**config.mk**
```make
export PLATFORM = sky130hd
export DESIGN_NAME = uart_fifo_with_overflow_marker
export DESIGN_NICKNAME = d
export VERILOG_FILES = /design/src/hdl/ufom_pkg.sv /design/src/hdl/ufom_ram.sv /design/src/hdl/uart_fifo_with_overflow_marker.sv
export SDC_FILE = /design/constraint.sdc
export NUM_CORES = 2
export LEC_CHECK = 0
export ABC_AREA = 1
export BUFFER_PORTS_ARGS = -buffer_cell sky130_fd_sc_hd__buf_2
export CORE_AREA = 2 2 392 491
export CTS_CLUSTER_DIAMETER = 60
export CTS_CLUSTER_SIZE = 12
export DETAILED_ROUTE_END_ITERATION = 7
export DIE_AREA = 0 0 394 493
export PLACE_DENSITY_LB_ADDON = 0.3
export SETUP_SLACK_MARGIN = 0.5
export SLEW_MARGIN = 0
export SYNTH_ARGS = -nofsm -noshare
export SYNTH_HDL_FRONTEND = slang
export SYNTH_SLANG_ARGS = --single-unit
export TNS_END_PERCENT = 1
```
**constraint.sdc**
```tcl
create_clock -name clk -period 17.2 [get_ports clk]
set_clock_uncertainty 0.1 [all_clocks]
set_input_delay 3.44 -clock clk [delete_from_list [all_inputs] [get_ports clk]]
set_output_delay 3.44 -clock clk [all_outputs]
set_load 0.01 [all_outputs]
```
**src/hdl/ufom_pkg.sv**
```systemverilog
package ufom_pkg;

  // queue depths, both powers of two so pointers wrap by truncation
  localparam int TX_DEPTH   = 256;
  localparam int RX_DEPTH   = 64;
  localparam int MARKER_LEN = 16;

  localparam int TX_AW  = $clog2(TX_DEPTH);
  localparam int TX_CW  = $clog2(TX_DEPTH + 1);
  localparam int RX_AW  = $clog2(RX_DEPTH);
  localparam int RX_CW  = $clog2(RX_DEPTH + 1);
  localparam int MARK_W = $clog2(MARKER_LEN);

  localparam int TX_LIMIT_W = 9;
  localparam int RX_LIMIT_W = 7;
  localparam int CFG_W      = 9;

  // common widths for the limit clamps
  localparam int TX_CMP_W = (TX_CW > TX_LIMIT_W) ? TX_CW : TX_LIMIT_W;
  localparam int RX_CMP_W = (RX_CW > RX_LIMIT_W) ? RX_CW : RX_LIMIT_W;

  localparam logic [TX_LIMIT_W-1:0] TX_LIMIT_RESET = TX_LIMIT_W'(256);
  localparam logic [RX_LIMIT_W-1:0] RX_LIMIT_RESET = RX_LIMIT_W'(64);

  // register indexes
  localparam logic CFG_TX_LIMIT = 1'b0;
  localparam logic CFG_RX_LIMIT = 1'b1;

  typedef enum logic [1:0] {
    OP_WRITE     = 2'd0,
    OP_TX_READY  = 2'd1,
    OP_RX_BYTE   = 2'd2,
    OP_HOST_READ = 2'd3
  } op_t;

  typedef enum logic [1:0] {
    MODE_NORMAL     = 2'd0,
    MODE_OVERFLOWED = 2'd1,
    MODE_REJECTED   = 2'd2
  } call_mode_t;

  // cr lf "TX BUFF FULL" cr lf
  function automatic logic [7:0] marker_byte(input logic [MARK_W-1:0] idx);
    logic [7:0] b;
    case (idx)
      4'd0:    b = 8'h0D;
      4'd1:    b = 8'h0A;
      4'd2:    b = 8'h54;
      4'd3:    b = 8'h58;
      4'd4:    b = 8'h20;
      4'd5:    b = 8'h42;
      4'd6:    b = 8'h55;
      4'd7:    b = 8'h46;
      4'd8:    b = 8'h46;
      4'd9:    b = 8'h20;
      4'd10:   b = 8'h46;
      4'd11:   b = 8'h55;
      4'd12:   b = 8'h4C;
      4'd13:   b = 8'h4C;
      4'd14:   b = 8'h0D;
      4'd15:   b = 8'h0A;
      default: b = 8'h00;
    endcase
    return b;
  endfunction

endpackage

```
**src/hdl/ufom_ram.sv**
```systemverilog
module ufom_ram #(
  parameter int WIDTH = 8,
  parameter int DEPTH = 256
) (
  input  logic                     clk,
  input  logic                     we,
  input  logic [$clog2(DEPTH)-1:0] waddr,
  input  logic [WIDTH-1:0]         wdata,
  input  logic [$clog2(DEPTH)-1:0] raddr,
  output logic [WIDTH-1:0]         rdata
);

  logic [WIDTH-1:0] mem [DEPTH];

  always_ff @(posedge clk) begin
    if (we) begin
      mem[waddr] <= wdata;
    end
    rdata <= mem[raddr];
  end

endmodule

```
**src/hdl/uart_fifo_with_overflow_marker.sv**
```systemverilog
// transmit and receive byte queues of a uart with a transmit overflow marker. one command
// beat is taken when start is high and busy is low; its result beat appears on the result
// ports for exactly one cycle with done high and must be taken then, the receiver cannot
// stall it. status outputs (tx_full_latched, rx_available, rx_overflow) are valid in the
// done cycle. a receive beat, a host read of an empty receive queue or a transmitter-ready
// beat with nothing queued ends in the exec step; a write byte adds the tail step, a host read
// returning a byte or a transmitter-ready beat handing a byte to the line adds the read data
// step, a write closing a call that hands a byte to the line adds tail and line steps, and one
// triggering the 16-byte warning text adds the marker steps. the single write port and registered
// read of each queue memory shape the steps, the marker text going in one byte a cycle. limits must
// be written through the cfg port only while the block is idle; the block leaves it unenforced.
module uart_fifo_with_overflow_marker (
  input  logic                        clk,
  input  logic                        rst,
  // command beat
  input  logic                        start,
  output logic                        busy,
  input  logic [1:0]                  op,
  input  logic [7:0]                  data,
  input  logic                        first_of_call,
  input  logic                        last_of_call,
  // configuration
  input  logic                        cfg_write,
  input  logic                        cfg_index,
  input  logic [ufom_pkg::CFG_W-1:0]  cfg_data,
  // result beat
  output logic                        done,
  output logic                        line_valid,
  output logic [7:0]                  line_byte,
  output logic                        read_valid,
  output logic [7:0]                  read_byte,
  output logic                        write_accepted,
  output logic                        tx_full_latched,
  output logic                        rx_available,
  output logic                        rx_overflow
);

  import ufom_pkg::*;

  typedef enum logic [2:0] {
    S_IDLE,
    S_EXEC,   // main step of the command
    S_MARK,   // marker text, one byte a cycle
    S_TAIL,   // end of call handling for writes
    S_LINE,   // tx memory read data back, hand to line
    S_RDATA   // rx memory read data back, return to host
  } state_t;

  state_t state;

  // captured command
  op_t        op_q;
  logic [7:0] data_q;
  logic       first_q;
  logic       last_q;

  // queue state
  logic [TX_AW-1:0] tx_rd_ptr;
  logic [TX_CW-1:0] tx_count;
  logic [RX_AW-1:0] rx_rd_ptr;
  logic [RX_CW-1:0] rx_count;
  logic             full_latch;
  call_mode_t       call_mode;
  logic             line_empty;
  logic             rx_dropped;
  logic [MARK_W-1:0] mark_idx;

  logic [TX_LIMIT_W-1:0] tx_limit;
  logic [RX_LIMIT_W-1:0] rx_limit;

  // memory ports
  logic             tx_we;
  logic [TX_AW-1:0] tx_waddr;
  logic [7:0]       tx_wdata;
  logic [7:0]       tx_rdata;
  logic             rx_we;
  logic [RX_AW-1:0] rx_waddr;
  logic [7:0]       rx_rdata;

  // decode
  logic [TX_CMP_W-1:0] tx_lim_eff;
  logic [RX_CMP_W-1:0] rx_lim_eff;
  logic                tx_over;
  logic                tx_room;
  logic                rx_room;
  call_mode_t          mode_eff;
  logic                latch_eff;

  ufom_ram #(.WIDTH(8), .DEPTH(TX_DEPTH)) u_tx_ram (
    .clk   (clk),
    .we    (tx_we),
    .waddr (tx_waddr),
    .wdata (tx_wdata),
    .raddr (tx_rd_ptr),
    .rdata (tx_rdata)
  );

  ufom_ram #(.WIDTH(8), .DEPTH(RX_DEPTH)) u_rx_ram (
    .clk   (clk),
    .we    (rx_we),
    .waddr (rx_waddr),
    .wdata (data_q),
    .raddr (rx_rd_ptr),
    .rdata (rx_rdata)
  );

  always_comb begin
    // clamp the limits to their legal ranges
    tx_lim_eff = TX_CMP_W'(tx_limit);
    if (tx_lim_eff < TX_CMP_W'(MARKER_LEN + 1)) begin
      tx_lim_eff = TX_CMP_W'(MARKER_LEN + 1);
    end
    if (tx_lim_eff > TX_CMP_W'(TX_DEPTH)) begin
      tx_lim_eff = TX_CMP_W'(TX_DEPTH);
    end
    rx_lim_eff = RX_CMP_W'(rx_limit);
    if (rx_lim_eff < RX_CMP_W'(1)) begin
      rx_lim_eff = RX_CMP_W'(1);
    end
    if (rx_lim_eff > RX_CMP_W'(RX_DEPTH)) begin
      rx_lim_eff = RX_CMP_W'(RX_DEPTH);
    end

    tx_over = TX_CMP_W'(tx_count) >= (tx_lim_eff - TX_CMP_W'(MARKER_LEN));
    tx_room = tx_count != TX_CW'(TX_DEPTH);
    rx_room = RX_CMP_W'(rx_count) < rx_lim_eff;

    // call mode and latch as seen after the first-of-call decision
    mode_eff  = call_mode;
    latch_eff = full_latch;
    if (first_q) begin
      if (full_latch) begin
        mode_eff = MODE_REJECTED;
        if (tx_count == '0) begin
          latch_eff = 1'b0;
        end
      end else begin
        mode_eff = MODE_NORMAL;
      end
    end

    tx_waddr = tx_rd_ptr + tx_count[TX_AW-1:0];
    rx_waddr = rx_rd_ptr + rx_count[RX_AW-1:0];
    tx_we    = 1'b0;
    tx_wdata = data_q;
    rx_we    = 1'b0;
    case (state)
      S_EXEC: begin
        tx_we = (op_q == OP_WRITE) && (mode_eff == MODE_NORMAL) && !tx_over && tx_room;
        rx_we = (op_q == OP_RX_BYTE) && rx_room;
      end
      S_MARK: begin
        tx_we    = tx_room;
        tx_wdata = marker_byte(mark_idx);
      end
      default: begin
        tx_we = 1'b0;
      end
    endcase
  end

  always_ff @(posedge clk) begin
    if (rst) begin
      state          <= S_IDLE;
      tx_rd_ptr      <= '0;
      tx_count       <= '0;
      rx_rd_ptr      <= '0;
      rx_count       <= '0;
      full_latch     <= 1'b0;
      call_mode      <= MODE_NORMAL;
      line_empty     <= 1'b1;
      rx_dropped     <= 1'b0;
      mark_idx       <= '0;
      tx_limit       <= TX_LIMIT_RESET;
      rx_limit       <= RX_LIMIT_RESET;
      done           <= 1'b0;
      line_valid     <= 1'b0;
      line_byte      <= '0;
      read_valid     <= 1'b0;
      read_byte      <= '0;
      write_accepted <= 1'b0;
    end else begin
      done <= 1'b0;

      if (cfg_write) begin
        case (cfg_index)
          CFG_TX_LIMIT: tx_limit <= cfg_data[TX_LIMIT_W-1:0];
          CFG_RX_LIMIT: rx_limit <= cfg_data[RX_LIMIT_W-1:0];
          default:      tx_limit <= tx_limit;
        endcase
      end

      // pushes always land at the tail
      if (tx_we) begin
        tx_count <= tx_count + TX_CW'(1);
      end

      case (state)
        S_IDLE: begin
          if (start) begin
            op_q           <= op_t'(op);
            data_q         <= data;
            first_q        <= first_of_call;
            last_q         <= last_of_call;
            line_valid     <= 1'b0;
            line_byte      <= '0;
            read_valid     <= 1'b0;
            read_byte      <= '0;
            write_accepted <= 1'b0;
            state          <= S_EXEC;
          end
        end

        S_EXEC: begin
          case (op_q)
            OP_WRITE: begin
              full_latch <= latch_eff;
              call_mode  <= mode_eff;
              state      <= S_TAIL;
              if (mode_eff == MODE_NORMAL) begin
                if (tx_over) begin
                  // queue at warning level: insert the text, drop the rest of the call
                  full_latch <= 1'b1;
                  call_mode  <= MODE_OVERFLOWED;
                  mark_idx   <= '0;
                  state      <= S_MARK;
                end else begin
                  write_accepted <= 1'b1;
                end
              end
            end
            OP_TX_READY: begin
              if (tx_count != '0) begin
                tx_rd_ptr  <= tx_rd_ptr + TX_AW'(1);
                tx_count   <= tx_count - TX_CW'(1);
                line_empty <= 1'b0;
                state      <= S_LINE;
              end else begin
                line_empty <= 1'b1;
                done       <= 1'b1;
                state      <= S_IDLE;
              end
            end
            OP_RX_BYTE: begin
              if (rx_room) begin
                rx_count <= rx_count + RX_CW'(1);
              end else begin
                rx_dropped <= 1'b1;
              end
              done  <= 1'b1;
              state <= S_IDLE;
            end
            OP_HOST_READ: begin
              if (rx_count != '0) begin
                rx_rd_ptr <= rx_rd_ptr + RX_AW'(1);
                rx_count  <= rx_count - RX_CW'(1);
                state     <= S_RDATA;
              end else begin
                done  <= 1'b1;
                state <= S_IDLE;
              end
            end
            default: begin
              state <= S_IDLE;
            end
          endcase
        end

        S_MARK: begin
          mark_idx <= mark_idx + MARK_W'(1);
          if (mark_idx == MARK_W'(MARKER_LEN - 1)) begin
            state <= S_TAIL;
          end
        end

        S_TAIL: begin
          if (last_q) begin
            call_mode <= MODE_NORMAL;
            if (call_mode != MODE_REJECTED && tx_count != '0 && line_empty) begin
              tx_rd_ptr  <= tx_rd_ptr + TX_AW'(1);
              tx_count   <= tx_count - TX_CW'(1);
              line_empty <= 1'b0;
              state      <= S_LINE;
            end else begin
              done  <= 1'b1;
              state <= S_IDLE;
            end
          end else begin
            done  <= 1'b1;
            state <= S_IDLE;
          end
        end

        S_LINE: begin
          line_valid <= 1'b1;
          line_byte  <= tx_rdata;
          done       <= 1'b1;
          state      <= S_IDLE;
        end

        S_RDATA: begin
          read_valid <= 1'b1;
          read_byte  <= rx_rdata;
          done       <= 1'b1;
          state      <= S_IDLE;
        end

        default: begin
          state <= S_IDLE;
        end
      endcase
    end
  end

  assign busy            = (state != S_IDLE);
  assign tx_full_latched = full_latch;
  assign rx_available    = (rx_count != '0);
  assign rx_overflow     = rx_dropped;

  // a result beat only closes a command that was in progress
  a_done_after_busy: assert property (@(posedge clk) disable iff (rst)
    done |-> $past(busy))
    else $error("result beat without a command in progress");

  // one command returns at most one of the two bytes
  a_one_byte: assert property (@(posedge clk) disable iff (rst)
    done |-> !(line_valid && read_valid))
    else $error("line byte and read byte in the same result beat");

  // an accepted command keeps the block busy in the next cycle
  a_start_busy: assert property (@(posedge clk) disable iff (rst)
    (start && !busy) |=> busy)
    else $error("accepted command did not make the block busy");

  // queue fills never pass the memory depths
  a_fill_bound: assert property (@(posedge clk) disable iff (rst)
    (tx_count <= TX_CW'(TX_DEPTH)) && (rx_count <= RX_CW'(RX_DEPTH)))
    else $error("queue fill beyond memory depth");

  // the warning text only goes in while the latch is set
  a_mark_latched: assert property (@(posedge clk) disable iff (rst)
    (state == S_MARK) |-> full_latch)
    else $error("marker insertion without the full latch");

endmodule

```
==> flow_summary.toml <==
[floorplanning]
core.rowCount = 179
num_io_pins = 50
initial_core_util_pct = 56.69
die_x_um = 394
die_area_mm2 = 0.1942
fp.coreArea_mm2 = 0.1897
die_h_um = 493

[min_path]
hp-start = "rx_limit[0]"
hold_path.class = "reg2reg"

[timing]
relSlewSlack_pct = 13.06
report.final.slew_viol_count = 0
setup_viol = 0
period_share_pct = 32.05
hold_violations = 0
worst_pin_slew_ns = 1.294
min_period_ns = 5.512
tns_ns = 0
fmax_ghz = 0.1814
rsz0062_at_grt = "false"

[grt]
grt_max_degree = 250
grt_pass1_vias = 68260
grt_usage_pct = 29.34
grt_overflow = 0
antenna_found_initial = 14
grt_pass1_wl_mm = 427.9

[logic_synthesis]
synth_top_cell_by_area = "edfxtp_1"
synthDominantCellAreaShare_pct = 71.82
synth_area_per_cell_um2 = 12.31
async_reset_ff_share_pct = 0
syn_area_mm2 = 0.1075
yosysWarnings = 0
yosysSeqAreaShare_pct = 73.70
ys_types = 41
mappedNetlistNets = 8804
ys.flop_type = "edfxtp_1"
syn-instance-count = 8737
ys_ff_latch = 2673
netlist_top_cells_area = "edfxtp_1 (72%), nor2_1 (6.8%), o21ai_0 (6.3%)"
synth_edf_count = 2572

[clocking]
ctsHtreeMaxLevel = 4
ctsHoldBuffers = 0
cts_buffer_depth = 3
postCtsSetupRepairBufs = 0
cts.sinks = 2673
postCtsResizedCells = 0
cts_tree = "built"
cts_root_buf = "clkbuf_16"
clock_latency_ns = 0.90
path_clk_slew_ns = 0.06
cts_buffers = 241

[critical_path]
crit_path_max_incr_delay_ns = 0.45
critical_path_arrival_ns = 1.97
crit_end = "busy"
crit_type = "reg2out"
reg2reg_slack_ns = 11.70
cp_cell_sequence = "nor2_1 -> inv_2 -> nor2_1 -> inv_1 -> buf_2"
reg2reg_from = "tx_limit[1]"
critPathCaptureType = "output pin"
reg2reg_depth = 20
cp_slowest_cell = "dfxtp_1"
cp.required_ns = 13.66
worstReg2RegEnd = "u_tx_ram.mem[23][2]"
crit_start = "state[2]"
cp_max_fo = 12
crit_top_cell = "nor2_1"
critPathLaunchType = "flop"

[drt]
routed_wl_mm = 291.8
drtIter0Drc = 11260
dr.pass1.iters = 7
drc = 0
wl_per_cell_um = 26.18
vias_per_cell = 6.420
vias = 71570
ant_nets = 0

[finish]
mostFrequentLayoutCells = "edfxtp_1 (2,572), nor2_1 (1,932), o21ai_0 (1,356)"
area_growth_pct = 8.161
layout.nets = 8615
layout-drive-gt1-share_pct = 5.552
layout_commonest_cell = "edfxtp_1"

[outcome]
status = "finished clean"

[placement]
io_buffer_count = 49
routabilityCongestion = 0.9175
dp_hpwl_mm = 163.5

[pwr]
ir_drop_uv = 122.1
total_power_mw = 12.82
leakagePower_nw = 37.75
p_per_area_mw_per_mm2 = 110.2

[job]
maxCapViolCount = 0
[layer usage]
layer  routed length (um)  vias up  part of all wire (%)  global-route usage [%]
met5                   52        -                 0.018                       0
met4                14440        8                   4.9                   13.71
met3                31870      798                    11                   5.415
met2               137200     4500                    47                   46.97
met1               108300    34920                    37                   39.30
li1                     -    31340                     -                       -
[power breakdown]
group | total [mW] | internal (mW) | switching [mW]
Combinational | 0.795 | 0.165 | 0.631
Clock | 4.80 | 2.54 | 2.26
Sequential | 7.22 | 7.20 | 0.0256
[worst min path at each step]
stage,endpoint,slack [ns],depth (start not counted)
after detailed placement,rx_limit[0],0.36,2
after CTS,rx_limit[0],0.37,2
after global placement,read_valid,0.35,2
after global routing,rx_limit[0],0.39,2
final,rx_limit[0],0.37,2
after floorplan,line_byte[0],0.33,2
[worst max-delay path: cells and delay by family (launching register included)]
family	cells	cell delay [ns]
simple gates	2	0.37
flops	1	0.45
buf+inv	3	0.27
[cells in the mapped netlist, types with 38 or more instances]
cell,n
o22ai_1,307
nand2_1,660
a21oi_1,186
ha_1,38
edfxtp_1,2572
o21ai_0,1356
nor3_1,48
o211ai_1,251
inv_1,138
nor2_1,1936
clkbuf_1,517
o221ai_1,76
dfxtp_1,101
nand3_1,350
[area by class of cell]
| cell class | count | area (um2) |
|---|---|---|
| Clock inverter | 16 | 369.1 |
| Multi-Input combinational cell | 5322 | 25430 |
| Inverter | 152 | 598.1 |
| Tap cell | 2534 | 3171 |
| Timing Repair Buffer | 158 | 1214 |
| Sequential cell | 2673 | 79280 |
| Fill cell | 14170 | 73390 |
| Clock buffer | 289 | 6242 |
| Antenna cell | 4 | 10.01 |
[registers in the layout (all words and copies together), names as in the netlist, 2 cells and up, named ones only]
name / flops
rx_rd_ptr: 6
tx_rd_ptr: 8
u_tx_ram.mem: 2048
mark_idx: 4
rx_limit: 7
op_q: 2
line_byte: 8
data_q: 8
u_rx_ram.mem: 512
tx_limit: 9
call_mode: 2
tx_count: 9
state: 3
read_byte: 8
u_rx_ram.rdata: 8
rx_count: 7
u_tx_ram.rdata: 8
[stage by stage]
stage | instances | instance area [um2] | hold WS, ns | worst slack, ns | util [%]
after floorplan | 8737 | 107500 | 0.3307 | 8.612 | -
after global placement | 10840 | 109700 | 0.3459 | 11.27 | 57.82
after detailed placement | 10840 | 109700 | 0.3601 | 11.23 | 57.82
after CTS | 11140 | 116300 | 0.3690 | 11.67 | 61.31
after global routing | 11150 | 116300 | 0.3900 | 11.38 | 61.31
final | 11150 | 116300 | 0.3702 | 11.69 | 61.31
[cells by family (layout without fill, tap and decap cells)]
| kind of cell | Yosys count | count (layout) | synth area share, % |
|---|---|---|---|
| xor gates and xnor gates | 25 | 25 | 0.2036 |
| buffers and inverters | 742 | 615 | 2.721 |
| adders and majority gates | 41 | 41 | 0.4980 |
| DFF | 2673 | 2673 | 73.70 |
| other | 0 | 4 | 0 |
| AOI/OAI and AO/OA | 2194 | 2194 | 11.46 |
| and+or+nand+nor | 3062 | 3062 | 11.41 |
Power figures use the tool's default switching activity.
